[src/sct_pkg.sv]
// Shared types, codes and constants of the shell command tokenizer.
// Used by every module of the block; depends on nothing else.
package sct_pkg;

  localparam int unsigned BundleMax       = 4;
  localparam int unsigned CntW            = $clog2(BundleMax + 1);
  localparam int unsigned IdxW            = $clog2(BundleMax);
  localparam int unsigned QueueDepthDflt  = 4;

  localparam logic [7:0] CH_BSLASH = 8'h5C;
  localparam logic [7:0] CH_DQUOTE = 8'h22;
  localparam logic [7:0] CH_SQUOTE = 8'h27;
  localparam logic [7:0] CH_HASH   = 8'h23;
  localparam logic [7:0] CH_AMP    = 8'h26;
  localparam logic [7:0] CH_BAR    = 8'h7C;
  localparam logic [7:0] CH_SEMI   = 8'h3B;
  localparam logic [7:0] CH_LT     = 8'h3C;
  localparam logic [7:0] CH_GT     = 8'h3E;
  localparam logic [7:0] CH_DASH   = 8'h2D;
  localparam logic [7:0] CH_NL     = 8'h0A;
  localparam logic [7:0] CH_TAB    = 8'h09;
  localparam logic [7:0] CH_VT     = 8'h0B;
  localparam logic [7:0] CH_FF     = 8'h0C;
  localparam logic [7:0] CH_CR     = 8'h0D;
  localparam logic [7:0] CH_SPACE  = 8'h20;
  localparam logic [7:0] CH_DOLLAR = 8'h24;
  localparam logic [7:0] CH_BTICK  = 8'h60;
  localparam logic [7:0] CH_NONE   = 8'h00;

  typedef enum logic [2:0] {
    KIND_CHAR   = 3'd0,
    KIND_ENDW   = 3'd1,
    KIND_OP     = 3'd2,
    KIND_NL     = 3'd3,
    KIND_STATUS = 3'd4
  } kind_e;

  typedef enum logic [3:0] {
    OP_AND_IF       = 4'd0,
    OP_AMP          = 4'd1,
    OP_OR_IF        = 4'd2,
    OP_PIPE         = 4'd3,
    OP_CASE_END     = 4'd4,
    OP_SEMI         = 4'd5,
    OP_HEREDOC      = 4'd6,
    OP_HEREDOC_TRIM = 4'd7,
    OP_DUP_IN       = 4'd8,
    OP_READ_WRITE   = 4'd9,
    OP_LESS         = 4'd10,
    OP_FORCE_OUT    = 4'd11,
    OP_APPEND       = 4'd12,
    OP_DUP_OUT      = 4'd13,
    OP_REDIR_OUT    = 4'd14
  } op_e;

  typedef enum logic [1:0] {
    Q_NONE   = 2'd0,
    Q_SINGLE = 2'd1,
    Q_DOUBLE = 2'd2
  } quote_e;

  typedef enum logic [2:0] {
    PEND_NONE = 3'd0,
    PEND_AMP  = 3'd1,
    PEND_BAR  = 3'd2,
    PEND_SEMI = 3'd3,
    PEND_LT   = 3'd4,
    PEND_LTLT = 3'd5,
    PEND_GT   = 3'd6
  } pend_e;

  typedef struct packed {
    logic [7:0] ch;
    logic       end_mark;
  } in_t;

  typedef struct packed {
    kind_e      kind;
    logic [7:0] char_out;
    op_e        op_code;
    quote_e     open_quote;
    logic       line_cont;
    logic       last;
  } out_t;

  typedef struct packed {
    out_t [BundleMax-1:0] res;
    logic [CntW-1:0]      cnt;
  } bundle_t;

  typedef struct packed {
    quote_e quote;
    logic   comment;
    logic   esc;
    logic   held;
    logic   word;
    pend_e  pend;
    logic   cont;
  } state_t;

  function automatic out_t mk_res(kind_e k, logic [7:0] c, op_e op, quote_e q, logic lc);
    out_t r;
    r.kind       = k;
    r.char_out   = c;
    r.op_code    = op;
    r.open_quote = q;
    r.line_cont  = lc;
    r.last       = 1'b0;
    return r;
  endfunction

  function automatic op_e lone_op(pend_e p);
    op_e r;
    case (p)
      PEND_AMP:  r = OP_AMP;
      PEND_BAR:  r = OP_PIPE;
      PEND_SEMI: r = OP_SEMI;
      PEND_LT:   r = OP_LESS;
      PEND_LTLT: r = OP_HEREDOC;
      default:   r = OP_REDIR_OUT;
    endcase
    return r;
  endfunction

endpackage

[src/sct_front.sv]
// Front part of the tokenizer: accepts bytes, keeps the lexer state and
// packs the results of each byte into one bundle. Depends on sct_pkg.
module sct_front (
  input  logic             clk_i,
  input  logic             rst_ni,
  input  logic             in_valid_i,
  output logic             in_ready_o,
  input  sct_pkg::in_t     in_data_i,
  input  logic             full_i,
  output logic             push_o,
  output sct_pkg::bundle_t bundle_o
);
  import sct_pkg::*;

  state_t                 st_q, st_d;
  out_t    [4:0]          cand;
  logic    [4:0]          en;
  logic                   accept;
  logic                   used;
  logic    [7:0]          c;
  op_e                    op;
  quote_e                 m;
  logic    [CntW-1:0]     pos;

  assign c          = in_data_i.ch;
  assign in_ready_o = !full_i;
  assign accept     = in_valid_i && !full_i;

  always_comb begin
    st_d = st_q;
    en   = '0;
    used = 1'b0;
    op   = lone_op(st_q.pend);
    m    = (c == CH_SQUOTE) ? Q_SINGLE : Q_DOUBLE;
    for (int i = 0; i < 5; i++) begin
      cand[i] = mk_res(KIND_CHAR, CH_NONE, OP_AND_IF, Q_NONE, 1'b0);
    end

    if (in_data_i.end_mark) begin
      en[2]   = (st_q.pend != PEND_NONE);
      cand[2] = mk_res(KIND_OP, CH_NONE, lone_op(st_q.pend), Q_NONE, 1'b0);
      en[3]   = st_q.word;
      cand[3] = mk_res(KIND_ENDW, CH_NONE, OP_AND_IF, Q_NONE, 1'b0);
      en[4]   = 1'b1;
      cand[4] = mk_res(KIND_STATUS, CH_NONE, OP_AND_IF, st_q.quote, st_q.held);
      st_d    = '0;
    end else begin
      // A held escaped newline becomes part of the word.
      en[0]   = st_q.held && st_q.cont;
      cand[0] = mk_res(KIND_CHAR, CH_BSLASH, OP_AND_IF, Q_NONE, 1'b0);
      en[1]   = st_q.held;
      cand[1] = mk_res(KIND_CHAR, CH_NL, OP_AND_IF, Q_NONE, 1'b0);
      st_d.held = 1'b0;
      st_d.cont = 1'b0;
      if (st_q.held) begin
        st_d.word = 1'b1;
      end

      // Operator lookahead.
      if (st_q.pend != PEND_NONE) begin
        en[2]     = 1'b1;
        st_d.pend = PEND_NONE;
        case (st_q.pend)
          PEND_AMP: begin
            if (c == CH_AMP) begin
              used = 1'b1;
              op   = OP_AND_IF;
            end
          end
          PEND_BAR: begin
            if (c == CH_BAR) begin
              used = 1'b1;
              op   = OP_OR_IF;
            end
          end
          PEND_SEMI: begin
            if (c == CH_SEMI) begin
              used = 1'b1;
              op   = OP_CASE_END;
            end
          end
          PEND_LT: begin
            if (c == CH_LT) begin
              used      = 1'b1;
              en[2]     = 1'b0;
              st_d.pend = PEND_LTLT;
            end else if (c == CH_AMP) begin
              used = 1'b1;
              op   = OP_DUP_IN;
            end else if (c == CH_GT) begin
              used = 1'b1;
              op   = OP_READ_WRITE;
            end
          end
          PEND_LTLT: begin
            if (c == CH_DASH) begin
              used = 1'b1;
              op   = OP_HEREDOC_TRIM;
            end
          end
          PEND_GT: begin
            if (c == CH_BAR) begin
              used = 1'b1;
              op   = OP_FORCE_OUT;
            end else if (c == CH_GT) begin
              used = 1'b1;
              op   = OP_APPEND;
            end else if (c == CH_AMP) begin
              used = 1'b1;
              op   = OP_DUP_OUT;
            end
          end
          default: ;
        endcase
        cand[2] = mk_res(KIND_OP, CH_NONE, op, Q_NONE, 1'b0);
      end

      if (!used) begin
        if (st_q.esc) begin
          st_d.esc = 1'b0;
          if (c == CH_NL) begin
            st_d.held = 1'b1;
            st_d.cont = (st_q.quote == Q_DOUBLE);
          end else begin
            en[3]   = (st_q.quote == Q_DOUBLE) && !(c == CH_DOLLAR || c == CH_BTICK ||
                      c == CH_DQUOTE || c == CH_BSLASH);
            cand[3] = mk_res(KIND_CHAR, CH_BSLASH, OP_AND_IF, Q_NONE, 1'b0);
            en[4]   = 1'b1;
            cand[4] = mk_res(KIND_CHAR, c, OP_AND_IF, Q_NONE, 1'b0);
            st_d.word = 1'b1;
          end
        end else if (st_q.comment) begin
          if (c == CH_NL) begin
            st_d.comment = 1'b0;
            en[3]        = 1'b1;
            cand[3]      = mk_res(KIND_NL, CH_NONE, OP_AND_IF, Q_NONE, 1'b0);
          end
        end else if (c == CH_BSLASH && st_q.quote != Q_SINGLE) begin
          st_d.esc = 1'b1;
        end else if (c == CH_DQUOTE || c == CH_SQUOTE) begin
          if (st_q.quote == m) begin
            en[3]      = 1'b1;
            cand[3]    = mk_res(KIND_CHAR, c, OP_AND_IF, Q_NONE, 1'b0);
            en[4]      = 1'b1;
            cand[4]    = mk_res(KIND_ENDW, CH_NONE, OP_AND_IF, Q_NONE, 1'b0);
            st_d.word  = 1'b0;
            st_d.quote = Q_NONE;
          end else if (st_q.quote == Q_NONE) begin
            en[3]      = st_d.word;
            cand[3]    = mk_res(KIND_ENDW, CH_NONE, OP_AND_IF, Q_NONE, 1'b0);
            en[4]      = 1'b1;
            cand[4]    = mk_res(KIND_CHAR, c, OP_AND_IF, Q_NONE, 1'b0);
            st_d.word  = 1'b1;
            st_d.quote = m;
          end else begin
            en[3]     = 1'b1;
            cand[3]   = mk_res(KIND_CHAR, c, OP_AND_IF, Q_NONE, 1'b0);
            st_d.word = 1'b1;
          end
        end else if (st_q.quote != Q_NONE) begin
          en[3]     = 1'b1;
          cand[3]   = mk_res(KIND_CHAR, c, OP_AND_IF, Q_NONE, 1'b0);
          st_d.word = 1'b1;
        end else begin
          cand[3] = mk_res(KIND_ENDW, CH_NONE, OP_AND_IF, Q_NONE, 1'b0);
          case (c)
            CH_NL: begin
              en[3]     = st_d.word;
              en[4]     = 1'b1;
              cand[4]   = mk_res(KIND_NL, CH_NONE, OP_AND_IF, Q_NONE, 1'b0);
              st_d.word = 1'b0;
            end
            CH_AMP, CH_BAR, CH_SEMI, CH_LT, CH_GT: begin
              en[3]     = st_d.word;
              st_d.word = 1'b0;
              case (c)
                CH_AMP:  st_d.pend = PEND_AMP;
                CH_BAR:  st_d.pend = PEND_BAR;
                CH_SEMI: st_d.pend = PEND_SEMI;
                CH_LT:   st_d.pend = PEND_LT;
                default: st_d.pend = PEND_GT;
              endcase
            end
            CH_SPACE, CH_TAB, CH_VT, CH_FF, CH_CR: begin
              en[3]     = st_d.word;
              st_d.word = 1'b0;
            end
            CH_HASH: begin
              en[3]        = st_d.word;
              st_d.word    = 1'b0;
              st_d.comment = 1'b1;
            end
            default: begin
              en[3]     = 1'b1;
              cand[3]   = mk_res(KIND_CHAR, c, OP_AND_IF, Q_NONE, 1'b0);
              st_d.word = 1'b1;
            end
          endcase
        end
      end
    end
  end

  always_comb begin
    pos      = '0;
    bundle_o = '0;
    for (int i = 0; i < 5; i++) begin
      if (en[i] && pos < CntW'(BundleMax)) begin
        bundle_o.res[pos[IdxW-1:0]] = cand[i];
        pos = pos + 1'b1;
      end
    end
    bundle_o.cnt = pos;
  end

  assign push_o = accept && (pos != '0);

  always_ff @(posedge clk_i or negedge rst_ni) begin
    if (!rst_ni) begin
      st_q <= '0;
    end else if (accept) begin
      st_q <= st_d;
    end
  end

endmodule

[src/sct_fifo.sv]
// Short queue of result bundles between the front and the back part.
// Depends on sct_pkg for the bundle type.
module sct_fifo #(
  parameter int unsigned Depth = sct_pkg::QueueDepthDflt
) (
  input  logic             clk_i,
  input  logic             rst_ni,
  input  logic             push_i,
  input  sct_pkg::bundle_t data_i,
  output logic             full_o,
  input  logic             pop_i,
  output logic             empty_o,
  output sct_pkg::bundle_t data_o
);
  import sct_pkg::*;

  localparam int unsigned PtrW = $clog2(Depth);
  localparam int unsigned CntQW = $clog2(Depth + 1);

  bundle_t           mem_q [Depth];
  logic [PtrW-1:0]   wptr_q, wptr_d, rptr_q, rptr_d;
  logic [CntQW-1:0]  cnt_q, cnt_d;
  logic              do_push, do_pop;

  assign full_o  = (cnt_q == CntQW'(Depth));
  assign empty_o = (cnt_q == '0);
  assign do_push = push_i && !full_o;
  assign do_pop  = pop_i && !empty_o;
  assign data_o  = mem_q[rptr_q];

  always_comb begin
    wptr_d = wptr_q;
    rptr_d = rptr_q;
    cnt_d  = cnt_q;
    if (do_push) begin
      wptr_d = (wptr_q == PtrW'(Depth - 1)) ? '0 : wptr_q + 1'b1;
    end
    if (do_pop) begin
      rptr_d = (rptr_q == PtrW'(Depth - 1)) ? '0 : rptr_q + 1'b1;
    end
    if (do_push && !do_pop) begin
      cnt_d = cnt_q + 1'b1;
    end else if (do_pop && !do_push) begin
      cnt_d = cnt_q - 1'b1;
    end
  end

  always_ff @(posedge clk_i or negedge rst_ni) begin
    if (!rst_ni) begin
      wptr_q <= '0;
      rptr_q <= '0;
      cnt_q  <= '0;
    end else begin
      wptr_q <= wptr_d;
      rptr_q <= rptr_d;
      cnt_q  <= cnt_d;
    end
  end

  always_ff @(posedge clk_i) begin
    if (do_push) begin
      mem_q[wptr_q] <= data_i;
    end
  end

endmodule

[src/sct_back.sv]
// Back part of the tokenizer: holds one bundle and hands out its results
// one per cycle when not stalled, marking the last. Depends on sct_pkg.
module sct_back (
  input  logic             clk_i,
  input  logic             rst_ni,
  input  logic             empty_i,
  input  sct_pkg::bundle_t data_i,
  output logic             pop_o,
  output logic             out_valid_o,
  input  logic             out_ready_i,
  output sct_pkg::out_t    out_data_o
);
  import sct_pkg::*;

  bundle_t          cur_q, cur_d;
  logic             valid_q, valid_d;
  logic [IdxW-1:0]  idx_q, idx_d;
  logic [IdxW-1:0]  last_idx;
  logic             take;

  assign last_idx    = IdxW'(cur_q.cnt - 1'b1);
  assign out_valid_o = valid_q;

  always_comb begin
    out_data_o      = cur_q.res[idx_q];
    out_data_o.last = (idx_q == last_idx);
  end

  always_comb begin
    take    = !valid_q || (out_ready_i && idx_q == last_idx);
    pop_o   = take && !empty_i;
    valid_d = take ? !empty_i : valid_q;
    cur_d   = pop_o ? data_i : cur_q;
    if (take) begin
      idx_d = '0;
    end else if (out_ready_i) begin
      idx_d = idx_q + 1'b1;
    end else begin
      idx_d = idx_q;
    end
  end

  always_ff @(posedge clk_i or negedge rst_ni) begin
    if (!rst_ni) begin
      valid_q <= 1'b0;
      idx_q   <= '0;
    end else begin
      valid_q <= valid_d;
      idx_q   <= idx_d;
    end
  end

  always_ff @(posedge clk_i) begin
    cur_q <= cur_d;
  end

endmodule

[src/shell_command_tokenizer.sv]
// Shell command tokenizer: one command line in, one byte per item, closed
// by an end marker item; tokens out as a stream of result items.
// The input channel carries ch and end_mark; the output channel carries one
// result per item (word character, end of word, operator, newline token or
// end status) with last set on the final result caused by an input item.
// An input item with no result (whitespace, a held operator, a comment byte)
// produces nothing on the output.
// With the output side idle, the first result of an accepted item passes
// through the queue and then the back part's holding register to the output.
// Input items are taken one per cycle while the queue is not full; results
// go out one per cycle while the receiver is ready, so an item with several
// results holds the output longer. A queue of QueueDepth result bundles sits
// between front and back, so input flows until a stalled receiver fills it.
// When the receiver stalls, the shown result holds until taken and the input
// ready drops only once the queue is full.
// Reset clears the lexer state and empties the queue; the end marker also
// returns the lexer state to its reset value after its status result.
module shell_command_tokenizer #(
  parameter int unsigned QueueDepth = sct_pkg::QueueDepthDflt
) (
  input  logic          clk_i,
  input  logic          rst_ni,
  input  logic          in_valid_i,
  output logic          in_ready_o,
  input  sct_pkg::in_t  in_data_i,
  output logic          out_valid_o,
  input  logic          out_ready_i,
  output sct_pkg::out_t out_data_o
);
  import sct_pkg::*;

  bundle_t push_bundle, pop_bundle;
  logic    push, pop, full, empty;

  sct_front u_front (
    .clk_i      (clk_i),
    .rst_ni     (rst_ni),
    .in_valid_i (in_valid_i),
    .in_ready_o (in_ready_o),
    .in_data_i  (in_data_i),
    .full_i     (full),
    .push_o     (push),
    .bundle_o   (push_bundle)
  );

  sct_fifo #(
    .Depth (QueueDepth)
  ) u_fifo (
    .clk_i   (clk_i),
    .rst_ni  (rst_ni),
    .push_i  (push),
    .data_i  (push_bundle),
    .full_o  (full),
    .pop_i   (pop),
    .empty_o (empty),
    .data_o  (pop_bundle)
  );

  sct_back u_back (
    .clk_i       (clk_i),
    .rst_ni      (rst_ni),
    .empty_i     (empty),
    .data_i      (pop_bundle),
    .pop_o       (pop),
    .out_valid_o (out_valid_o),
    .out_ready_i (out_ready_i),
    .out_data_o  (out_data_o)
  );

endmodule

[config.mk]
export PLATFORM = sky130hd
export DESIGN_NAME = shell_command_tokenizer
export DESIGN_NICKNAME = d
export VERILOG_FILES = /design/src/sct_pkg.sv /design/src/sct_front.sv /design/src/sct_fifo.sv /design/src/sct_back.sv /design/src/shell_command_tokenizer.sv
export SDC_FILE = /design/constraint.sdc
export NUM_CORES = 1
export LEC_CHECK = 0
export BUFFER_PORTS_ARGS = -buffer_cell sky130_fd_sc_hd__buf_2
export CAP_MARGIN = 5
export CORE_ASPECT_RATIO = 0.6
export CORE_MARGIN = 5
export CORE_UTILIZATION = 25
export CTS_BUF_LIST = sky130_fd_sc_hd__clkbuf_4
export DETAILED_ROUTE_END_ITERATION = 6
export GPL_TIMING_DRIVEN = 0
export PLACE_DENSITY_LB_ADDON = 0.3
export SKIP_LAST_GASP = 1
export SYNTH_ARGS = -nofsm -noshare
export SYNTH_HDL_FRONTEND = slang
export SYNTH_SLANG_ARGS = --single-unit
[constraint.sdc]
create_clock -name clk_i -period 10 [get_ports clk_i]
set_input_delay 1 -clock clk_i [delete_from_list [all_inputs] [get_ports clk_i]]
set_output_delay 1 -clock clk_i [all_outputs]
set_load 0.02 [all_outputs]
; ---- Yosys cells after proc, flatten, opt, wreduce, memory -nomap -nowiden
; Memories as Yosys holds them, arrays and structs flattened. A register that Yosys moved wholly into a read port is not among the register bits.
; Cells that the tools add are included.
[word_totals]
n_memories = 1
ram_bits = 316
in_bits = 13
ff_bits = 20
[mem_list]
columns = name, words, width, read_ports, rd_clocked_by_memory_dff, write_ports, line
row1 = u_fifo.mem_q, 4, 79, 1, 1, 1, sct_fifo.sv:20  ; bundle_t mem_q [Depth];
[op_classes]
magnitude_cmp = 13
muxes = 129
add_sub_neg = 10
eq_ne = 35
reduce_logical = 44
[op_table]
columns = operator, count
row1 = bitwise mux 76 bit, 4
row2 = 2-to-1 mux 76 bit, 4
row3 = 2-to-1 mux 38 bit, 5
row4 = 2-to-1 mux 19 bit, 9
row5 = demux 19 bit (select 2 bit), 4
row6 = "== test 8 x 6 -> 1 bit, second input constant", 10
row7 = 2-to-1 mux 57 bit, 1
row8 = 2-to-1 mux 18 bit, 3
row9 = 2-to-1 mux 3 bit, 16
row10 = 2-to-1 mux 4 bit, 12
row11 = 2-to-1 mux 1 bit, 43
row12 = "== test 8 x 4 -> 1 bit, second input constant", 5
row13 = binary-select mux 19 bit (select 2 bit), 1
row14 = 2-to-1 mux 35 bit, 1
row15 = 2-to-1 mux 17 bit, 2
row16 = 2-to-1 mux 2 bit, 16
row17 = 2-to-1 mux 31 bit, 1
row18 = "== test 8 x 7 -> 1 bit, second input constant", 3
row19 = one-hot mux 4 bit (6 select lines), 1
row20 = 2-to-1 mux 10 bit, 2
row21 = one-hot mux 4 bit (5 select lines), 1
row22 = logical AND 1 bit, 19
row23 = 2-to-1 mux 16 bit, 1
row24 = "adder 3 x 1 -> 3 bit, second input constant", 4
row25 = other kinds (29), 63

; ---- Logic depth before layout (Yosys ltp)
[logic_depth]
ltp_word = 25
ltp_mapped = 26
depth_no_buf = 25

; ---- Cells and area by module
; A second synthesis with hierarchy kept.
[hier_totals]
cells_unflattened = 973
hier_area_um2 = 17275.3
[by_module_without_submodules]
columns = mod, instances, cells_each, area_per_inst_um2
row1 = sct_fifo, 1, 450, 11840.1
row2 = sct_back, 1, 123, 2874.0
row3 = sct_front, 1, 400, 2561.2

; ---- Least setup slack after synthesis
; No wires, ideal clock.
[synth_timing]
path_type = input-to-reg
from = in in_data_i[0] (netlist name)
to = mem u_fifo.mem_q[0][0] (netlist name), enable pin
path_buffers = 1
path_slack_ns = 3.518
arrival_time_ns = 6.042
setup_ns = 0.440
stages = 20
cell_sequence = clkbuf_1 > nand2b_1 > inv_1 > nand2_1 > inv_1 > ha_1 > or4b_2 > o21ai_0 > a211oi_1 > inv_1 > ha_1 > nand2b_1 > nor4_1 > nor3_4 > ha_1 > nor2_1 > nand3_1 > nor3b_1 > nor3_4 > and2_1
[synth_between]
elab_chain_len = 19
word_cells_on_any_way = 24
[synth_lines]
columns = element, line
row1 = "start, declared", shell_command_tokenizer.sv:25  ; input sct_pkg::in_t in_data_i,
row2 = 2-to-1 mux 2 bit, sct_front.sv:39  ; if (in_data_i.end_mark) begin
row3 = 2-to-1 mux 1 bit, sct_front.sv:208  ; if (en[i] && pos < CntW'(BundleMax)) begin
row4 = less-than comparator 1 x 3 -> 1 bit, sct_front.sv:208
row5 = logical AND 1 bit, sct_front.sv:208
row6 = 2-to-1 mux 3 bit, sct_front.sv:208
row7 = less-than comparator 3 bit, sct_front.sv:208
row8 = logical AND 1 bit, sct_front.sv:208
row9 = 2-to-1 mux 3 bit, sct_front.sv:208
row10 = (+4 left out), -
row11 = logical AND 1 bit, sct_front.sv:208
row12 = 2-to-1 mux 3 bit *, sct_front.sv:208
row13 = nonzero test 3 bit *, sct_front.sv:216  ; assign push_o = accept && (pos != '0);
row14 = logical AND 1 bit *, sct_front.sv:216
row15 = logical AND 1 bit *, sct_fifo.sv:27  ; assign do_push = push_i && !full_o;
row16 = via u_fifo.do_push, sct_fifo.sv:23  ; logic do_push, do_pop;
row17 = 2-to-1 mux 1 bit *, sct_fifo.sv:61  ; if (do_push) begin
row18 = 2-to-1 mux 1 bit (not written as such) *, sct_fifo.sv:62  ; mem_q[wptr_q] <= data_i;
row19 = "end, declared", sct_fifo.sv:20
; Mark *: on every way through the listed nets, which the timed path passes. The rest lies on a longest branch.

; ---- Worst setup path in the final report
[layout_timing]
from = in in_data_i[0] (netlist name)
to = mem u_fifo.mem_q[3][35] (netlist name), enable pin
; Same word-level chain as after synthesis.

==> flow_metrics.env <==
export IMPL_cp_max_fo=45
export IMPL_clockBufferDepth=3
export IMPL_ios=34
export IMPL_async_flop_share=0.0513
export IMPL_cts_hold_buf=0
export IMPL_syn_inst=948
export IMPL_drt_iter0_drc=1014
export IMPL_die_area_mm2=0.0716
export IMPL_ys_warn_count=0
export IMPL_hold_viol_final=0
export IMPL_crit_type="in2reg"
export IMPL_endpoint_kind="register"
export IMPL_dr_pass1_iters=5
export IMPL_synth_seq_area_share=0.702
export IMPL_gp_congestion=0.863
export IMPL_grt_max_degree=55
export IMPL_drv_cap=0
export IMPL_ys_ff_latch=390
export IMPL_min_path_type="in2async"
export IMPL_cts_buffers=91
export IMPL_synth_edff_count=370
export IMPL_critPathLaunchType="input pin"
export IMPL_grt_ovfl_total=0
export IMPL_wl_um=44700
export IMPL_cts_max_level=3
export IMPL_cts_num_sinks=390
export IMPL_portBuffers=30
export IMPL_critPathRequiredTime_ns=10.42
export IMPL_via_per_inst=4.67
export IMPL_cts_tree="done"
export IMPL_insertion_delay_ns=0.79
export IMPL_p_leak_nw=6.31
export IMPL_arrival_ns=6.32
export IMPL_synth_flop_cell="edfxtp_1"
export IMPL_tns_ns=0
export IMPL_synthTopCellsByArea="edfxtp_1, mux4_2, dfrtp_1"
export IMPL_skew_ns=0.0566
export IMPL_final_fill_count=6568
export IMPL_status="complete, no violations"
export IMPL_vias=9587
export IMPL_preCtsSetupSlack_ns=3.37
export IMPL_setup_viol_count_final=0
export IMPL_layout_drive_gt1_share=0.278
export IMPL_worstReg2RegStart="u_front.st_q[5]$_DFFE_PN0P_"
export IMPL_worst_slew_pin_slew_ns=1.24
export IMPL_drc=0
export IMPL_syn_cell_area_mm2=0.0165
export IMPL_max_slew_margin=0.171
export IMPL_grt_pass1_wl_um=65900
export IMPL_synth_nets=978
export IMPL_core_mm2=0.0659
export IMPL_r2r_end="u_fifo.mem_q[3][35]$_DFFE_PP_"
export IMPL_start_util=0.251
export IMPL_period_share=0.590
export IMPL_period_needed_ns=5.90
export IMPL_grt_util_all_layers=0.125
export IMPL_post_cts_setup_buffers=0
export IMPL_syn_avg_cell_area_um2=17.4
export IMPL_cts_root_buf="clkbuf_4"
export IMPL_power_density_mw_per_mm2=264
export IMPL_wire_per_inst_um=21.8
export IMPL_irDropWorstVdd_uv=138
export IMPL_ant_nets=0
export IMPL_grt_pass1_vias=9525
export IMPL_post_cts_resized=0
export IMPL_die_w_um=342
export IMPL_max_clock_freq_mhz=170
export IMPL_yosys_area_top_type_share=0.672
export IMPL_antenna_found_initial=1
export IMPL_dpl_hpwl_um=29700
export IMPL_r2r_cells=20
export IMPL_clk_pin_slew_ns=0.08
export IMPL_setup_ws_ns=4.10
export IMPL_rsz0062_at_grt="no"
export IMPL_area_delta_synth_final_pct=16.4
export IMPL_die_height_um=209
export IMPL_finalMaxSlewViolations=0
export IMPL_yosys_area_top_type="edfxtp_1"
export IMPL_nNetsFinal=1111
export IMPL_r2r_slack_ns=4.29
export IMPL_num_rows=73
export IMPL_yosysUniqueCellTypes=74
[final cells by class]
cell class / count / area (µm²) / area share
Sequential cell: 390 / 11600 / 0.603
Multi-Input combinational cell: 488 / 4650 / 0.242
Tap cell: 900 / 1130 / 0.0585
Clock buffer: 134 / 1010 / 0.0522
Timing Repair Buffer: 40 / 355 / 0.0185
Buffer: 50 / 214 / 0.0111
Clock inverter: 32 / 211 / 0.0110
Inverter: 20 / 75.1 / 0.00390
Antenna cell: 1 / 2.50 / 0.000130
[Yosys cell counts, types with 3 or more instances]
| cell | instances |
|---|---|
| nor2b_1 | 19 |
| nand4_1 | 8 |
| nand3b_1 | 8 |
| o21bai_1 | 3 |
| nor4_1 | 4 |
| nand3_1 | 16 |
| o221ai_1 | 4 |
| dfrtp_1 | 20 |
| a31oi_1 | 9 |
| mux2i_1 | 6 |
| nor2_1 | 67 |
| xnor2_1 | 4 |
| inv_1 | 20 |
| and3_1 | 4 |
| o31ai_1 | 3 |
| buf_1 | 12 |
| edfxtp_1 | 370 |
| ha_1 | 16 |
| o21ai_0 | 20 |
| o22ai_1 | 19 |
| nand2b_1 | 11 |
| nor4bb_1 | 3 |
| clkbuf_1 | 27 |
| nor3_1 | 10 |
| mux2_2 | 8 |
| a22oi_1 | 3 |
| and2_1 | 11 |
| buf_2 | 8 |
| nand2_1 | 47 |
| a21oi_1 | 27 |
| o21ai_1 | 4 |
| mux2_4 | 3 |
| mux4_2 | 92 |
| xor2_1 | 4 |
[per-layer routing]
metal | wire length [µm] | share of wire | vias to the layer above | global-route usage
met5 | 0 | 0 | - | 0
met4 | 479 | 0.011 | 0 | 0.0288
met3 | 4840 | 0.11 | 49 | 0.0496
met2 | 17300 | 0.39 | 432 | 0.160
met1 | 22100 | 0.49 | 4962 | 0.196
li1 | - | - | 4144 | -
[worst max-delay path: stages]
cell and delay (ns):
clkbuf_1 0.36, nand2b_1 0.33, inv_1 0.15, nand2_1 0.15, inv_1 0.08, ha_1 0.33
or4b_2 0.25, o21ai_0 0.08, a211oi_1 0.58, inv_1 0.18, ha_1 0.33, nand2b_1 0.15
nor4_1 0.37, nor3_4 0.12, ha_1 0.32, nor2_1 0.04, nand3_1 0.07, nor3b_1 0.09
nor3_4 0.35, and2_4 0.59, buf_16 0.33
[per-stage QoR]
| step | area (µm²) | cells | hold WS [ns] | util | power, mW |
|---|---|---|---|---|---|
| finish | 19300 | 2055 | 0.214 | 0.292 | 5.08 |
| detailed placement | 18000 | 1886 | 0.506 | 0.273 | 3.82 |
| global route | 19300 | 2055 | 0.167 | 0.292 | 5.36 |
| floorplan | 16500 | 948 | 0.471 | - | 3.24 |
| global placement | 17800 | 1878 | 0.498 | 0.271 | 3.79 |
| CTS | 19200 | 2052 | 0.144 | 0.292 | 5.16 |
[report_power, final]
part	leakage [nW]	total [mW]	switching, mW	internal [mW]
clock network	0.717	1.34	0.646	0.695
registers	3.72	2.29	0.0934	2.20
logic	1.87	1.44	0.859	0.585
total	6.31	5.08	1.60	3.48
[worst max-delay path by stage]
stage               depth (start not counted)    startpoint                       endpoint  slack (ns)
finish                                     21  in_data_i[0]  u_fifo.mem_q[3][35]$_DFFE_PP_        4.10
global route                               25  in_data_i[0]    u_fifo.cnt_q[2]$_DFFE_PN0P_        3.74
CTS                                        21  in_data_i[0]  u_fifo.mem_q[3][35]$_DFFE_PP_        4.20
detailed placement                         21  in_data_i[0]  u_fifo.mem_q[3][64]$_DFFE_PP_        3.37
global placement                           20  in_data_i[0]  u_fifo.mem_q[0][45]$_DFFE_PP_        0.75
floorplan                                  20  in_data_i[0]   u_fifo.mem_q[0][0]$_DFFE_PP_        3.52
[logic make-up after synthesis]
kind of cell	Yosys count	share of synthesized area
fa+ha+maj	17	0.0133
simple gates	235	0.0768
flops	390	0.702
compound gates	119	0.0492
xor+xnor	8	0.00424
mux	109	0.137
buf+inv	70	0.0174
[flip-flops by register name (all words and copies together) (netlist names)]
register            count
u_back.out_valid_o      1
u_fifo.mem_q          296
u_back.cur_q           74
u_fifo.wptr_q           2
u_fifo.cnt_q            3
u_back.idx_q            2
u_front.st_q           10
u_fifo.rptr_q           2
[layout by cell type, fill, tap and decap left out, types with 6 or more instances in the layout]
master,netlist,routed
mux4_2,92,92
o21ai_0,20,20
clkbuf_4,0,134
mux2i_1,6,6
edfxtp_1,370,370
buf_1,12,11
clkinv_1,0,24
and2_1,11,7
a31oi_1,9,9
nor2_1,67,67
nor2b_1,19,19
clkbuf_1,27,27
nor3_1,10,10
nand2_1,47,47
nand3b_1,8,8
nand4_1,8,8
buf_2,8,39
o22ai_1,19,19
nand2b_1,11,11
mux2_2,8,8
ha_1,16,16
dfrtp_1,20,20
inv_1,20,20
a21oi_1,27,27
nand3_1,16,16
(Power assumes the default switching activity.)
